<file path="config.mk">
export PLATFORM = sky130hd
export DESIGN_NAME = wpsd_peak_unit
export DESIGN_NICKNAME = d
export VERILOG_FILES = /design/src/hdl/window_peak_segment_detector_macros.svh /design/src/hdl/wpsd_pkg.sv /design/src/hdl/wpsd_peak_unit.sv
export SDC_FILE = /design/constraint.sdc
export NUM_CORES = 1
export LEC_CHECK = 0
export BUFFER_PORTS_ARGS = -buffer_cell sky130_fd_sc_hd__buf_2
export CORE_MARGIN = 1.5
export CORE_UTILIZATION = 42
export CTS_CLUSTER_DIAMETER = 80
export DETAILED_ROUTE_END_ITERATION = 16
export PLACE_DENSITY_LB_ADDON = 0.25
export SYNTH_ARGS = -nofsm -noshare
export SYNTH_HDL_FRONTEND = slang
export SYNTH_SLANG_ARGS = --single-unit
</file>
<file path="constraint.sdc">
create_clock -name clk -period 3.75 [get_ports clk]
set_input_delay 0.1875 -clock clk [delete_from_list [all_inputs] [get_ports clk]]
set_output_delay 0.1875 -clock clk [all_outputs]
set_load 0.1 [all_outputs]
</file>
<file path="src/hdl/window_peak_segment_detector_macros.svh">
`ifndef WINDOW_PEAK_SEGMENT_DETECTOR_MACROS_SVH
`define WINDOW_PEAK_SEGMENT_DETECTOR_MACROS_SVH

// condition that must hold at every clock edge out of reset
`define WPSD_ASSERT_ALWAYS(label, cond, msg) \
    label: assert property (@(posedge clk) disable iff (!rst_n) (cond)) else $error(msg);

// consequence that must hold in the cycle after the trigger
`define WPSD_ASSERT_NEXT(label, trig, cons, msg) \
    label: assert property (@(posedge clk) disable iff (!rst_n) (trig) |=> (cons)) \
        else $error(msg);

`endif

</file>
<file path="src/hdl/wpsd_pkg.sv">
`timescale 1ns / 1ps

package wpsd_pkg;

    // block dimensions
    localparam int WINDOW       = 1200;
    localparam int MAX_SEGMENTS = 49;
    localparam int INDEX_BITS   = 20;

    // field widths
    localparam int SAMPLE_W = 24;
    localparam int MAG_W    = 24;
    localparam int THR_W    = 23;
    localparam int CNT_W    = INDEX_BITS + 1;
    localparam int SEG_W    = $clog2(MAX_SEGMENTS + 1);

    // ring addressing
    localparam int ADDR_W = $clog2(WINDOW);
    localparam int ISS_W  = $clog2(WINDOW + 1);

    localparam logic [THR_W-1:0]  THR_RESET  = THR_W'(15000);
    localparam logic [CNT_W-1:0]  CNT_WINDOW = CNT_W'(WINDOW);
    localparam logic [CNT_W-1:0]  CNT_LIMIT  = CNT_W'(1) << INDEX_BITS;
    localparam logic [ADDR_W-1:0] ADDR_LAST  = ADDR_W'(WINDOW - 1);
    localparam logic [ADDR_W-1:0] CENTRE_OFF = ADDR_W'(WINDOW / 2);
    localparam logic [ISS_W-1:0]  ISS_WINDOW = ISS_W'(WINDOW);
    localparam logic [SEG_W-1:0]  SEG_MAX    = SEG_W'(MAX_SEGMENTS);

    typedef enum logic [2:0] {
        ST_IDLE,
        ST_SCAN,
        ST_DECIDE,
        ST_SEG_OUT,
        ST_SUM_OUT
    } wpsd_state_t;

    // control from the sequencer to the shared compare unit
    typedef struct packed {
        logic              clear;
        logic              valid;
        logic [ADDR_W-1:0] offset;
    } wpsd_peak_ctrl_t;

endpackage

</file>
<file path="src/hdl/wpsd_peak_unit.sv">
`timescale 1ns / 1ps

module wpsd_peak_unit
    import wpsd_pkg::*;
(
    input  logic                  clk,
    input  logic                  rst_n,
    input  wpsd_peak_ctrl_t       ctrl,
    input  logic [MAG_W-1:0]      mag,
    output logic [MAG_W-1:0]      best,
    output logic [ADDR_W-1:0]     best_off
);

    logic              any_reg, any_next;
    logic [MAG_W-1:0]  best_reg, best_next;
    logic [ADDR_W-1:0] off_reg, off_next;

    // shared compare: keep the first maximum seen in the sweep
    always_comb
    begin
        any_next  = any_reg;
        best_next = best_reg;
        off_next  = off_reg;
        if (ctrl.clear)
        begin
            any_next = 1'b0;
        end
        else if (ctrl.valid && (!any_reg || (mag > best_reg)))
        begin
            any_next  = 1'b1;
            best_next = mag;
            off_next  = ctrl.offset;
        end
    end

    always_ff @(posedge clk or negedge rst_n)
    begin
        if (!rst_n)
        begin
            any_reg <= 1'b0;
        end
        else
        begin
            any_reg <= any_next;
        end
    end

    always_ff @(posedge clk)
    begin
        best_reg <= best_next;
        off_reg  <= off_next;
    end

    assign best     = best_reg;
    assign best_off = off_reg;

endmodule

</file>
==> results by group <==
Die
  • # rows: 22
  • Top-level I/O count: 74
  • Area of the core: 0.00377 mm²
  • Die width: 66.7 µm
  • Die ar.: 0.00445 mm²
  • Chip height: 66.7 µm
  • Initial Utilization: 45.2%

Power
  • Leakage: 0.00107 µW
  • PwrDens: 417 mW/mm²
  • Total design power: 934 µW
  • Peak VDD IR: 0.000269 V

CTS
  • CTS Buf Count: 5
  • Clk sinks: 36
  • H-tree Lvls: 2
  • Clock Path Buffers: 2
  • CTS tree: built
  • Root Buffer: clkbuf_8
  • Worst-skew pair later-pin latency: 0.28 ns
  • Worst-path clk slew: 0.07 ns

Detailed routing
  • Number of nets with antenna violations after routing: 0
  • Residual DRC count: 0
  • Number of DRC markers in iteration 0: 83
  • Pre-Repair DR Iteration Count: 2
  • Via count: 1218
  • DR WL/cell: 13.9 µm
  • Total wire length: 3530 µm
  • Vias per cell: 4.81

Setup path
  • Largest stage delay, worst path: 0.45 ns
  • Startpoint type of the worst setup path: flip-flop
  • WP data required: 3.71 ns
  • Crit Path Max Fanout: 21
  • WP data arrival: 2.69 ns
  • Setup crit end kind: flip-flop
  • Sequence of cells on the critical path: inv_1 -> ha_1 -> nand4_2 -> nor4_2 -> and4_1 -> o31ai_1 -> a31oi_4 -> buf_4
  • CP max stage cell: a31oi_4
  • Crit Path Class: flip-flop to flip-flop

Global route
  • GRT Total Usage: 16.6%
  • Gr ovfl total: 0
  • Initial antenna violation count: 0
  • First-pass GRT wire length: 5290 µm
  • Number of global-route vias before repair: 1195
  • Largest net degree at the start of global routing: 22

Synthesis
  • Synth cell types: 24
  • Mapped Nets: 186
  • Yosys reg bits: 36
  • Mapped Cells: 123
  • Ys Warns: 0
  • Area share of the largest cell type after synthesis: 61.6%
  • Post-Syn Area per Cell: 13.9 µm²
  • Largest cells by area after synthesis: edfxtp_1 62%, ha_1 18%, inv_1 5.5%
  • Synth area leader: edfxtp_1
  • Sequential cell area fraction in the yosys report: 63.1%
  • Post-synthesis cell area: 0.00171 mm²

Place
  • GPL Wtd Cong: 0.808
  • DP Worst Slack: 0.983 ns
  • I/O Buffers: 73
  • Cell Area, Placed: 0.00215 mm²
  • Detail Placement HPWL: 2910 µm

STA
  • Slew margin rel.: 64.9%
  • Clk_skew: 0.00311 ns
  • Fin crit period: 2.73 ns
  • Final-report setup violation count: 0
  • RSZ-0062 raised after global routing: false
  • Fmax: 0.367 GHz
  • Tcrit/Tclk final: 72.8%
  • Worst Slack Setup Final: 1.02 ns
  • Worst Tran Pin Value: 0.527 ns
  • Max-slew violation count: 0
  • TNS Setup: 0 ns
  • Final Hold Vio Count: 0

Outcome
  • Status: completed

Cells and area
  • Most common cell after layout, fill and taps aside: buf_2
  • Max reg flops: 24
  • Share of layout cells above drive strength 1: 40.0%
  • N_diodes: 0
  • Nets: 268
  • Most frequent cells in the layout: 73 x buf_2, 35 x edfxtp_1, 25 x inv_1
  • Area delta synth->final: 31.3%
  • Fin area: 0.00224 mm²
  • Core Util, Final: 59.4%

Hold path
  • Hold crit path type: input port to flip-flop

Job
  • Number of max-cap violations: 0
==> cell usage after synthesis <==
library cell / instances
o31ai_1: 1
a31oi_1: 1
a221o_1: 1
nor2b_1: 1
ha_1: 24
nor2_1: 4
inv_1: 25
a21o_1: 2
a21boi_0: 1
nand2_1: 3
nand4_1: 3
nand2b_1: 1
edfxtp_1: 35
a21oi_1: 9
and2_1: 1
nor4_2: 1
a221oi_1: 1
o21ai_0: 1
a311o_1: 1
nand3_1: 3
and4_1: 1
o211ai_1: 1
nand4_2: 1
dfrtp_1: 1
==> area by class of cell <==
type                       instances  area (µm²)
fill                             317        1530
sequential                        36        1080
multi-input combinational         62         551
timing repair buffer              75         383
inverter                          25        93.8
clock buffer                       5        68.8
tap                               48        60.1
clock inverter                     2        7.51
==> per-stage QoR <==
stage / instances / hold slack (ns)
3_5_place_dp: 245 / -0.0308
5_1_grt: 253 / 0.0743
6_report: 253 / 0.0792
4_1_cts: 253 / 0.0738
3_3_place_gp: 245 / -0.0366
2_1_floorplan: 123 / -0.108
==> kinds of logic after synthesis <==
logic type / after synthesis / share of synthesized area, %
AOI/OAI and AO/OA: 19 / 7.19
and+or+nand+nor: 19 / 6.60
buffers and inverters: 25 / 5.50
adders and majority gates: 24 / 17.6
DFF: 36 / 63.1
==> worst max-delay path, delay by kind of cell (launching register included) <==
family,cells,cell delay (ns)
compound gates,2,0.56
fa+ha+maj,1,0.32
buf+inv,2,0.42
flops,1,0.35
simple gates,3,0.75
==> path summary, 6_finish.rpt <==
kind                       cells past startpoint           to  startpoint  slack [ns]
max                                            8  best_off[9]    best[22]        1.02
min                                            1  best_off[5]     ctrl[5]        0.08
max reg2reg                                    8  best_off[9]    best[22]        1.02
min reg2reg                                    2      any_reg     any_reg        0.62
max in group asynchronous                      2      any_reg       rst_n        3.46
min in group asynchronous                      2      any_reg       rst_n        0.21
==> report_power, final <==
part | total [µW] | internal [µW] | leakage, µW | switching [µW]
Combinational | 218 | 49.7 | 0.000697 | 169
Clock | 244 | 122 | 0.0000391 | 122
Sequential | 471 | 464 | 0.000338 | 7.35
Total | 934 | 636 | 0.00107 | 298
==> layer usage <==
layer  GRT usage, %  vias to the layer above  routed length (µm)
met3           5.24                        6                 321
met5              0                        -                   0
met4           6.38                        0                  50
li1               -                      612                   -
met1           20.1                      543                1510
met2           27.5                       57                1650
==> what timing repair did <==
| item | CTS | global route |
|---|---|---|
| buffers inserted | 0 | 0 |
| hold buffers | 1 | 0 |
| hold endpoints to repair | 1 | 0 |
| gates resized for setup | 0 | 0 |
| setup endpoints to repair | 0 | 0 |
No activity file was read; power rests on OpenSTA's default activity.
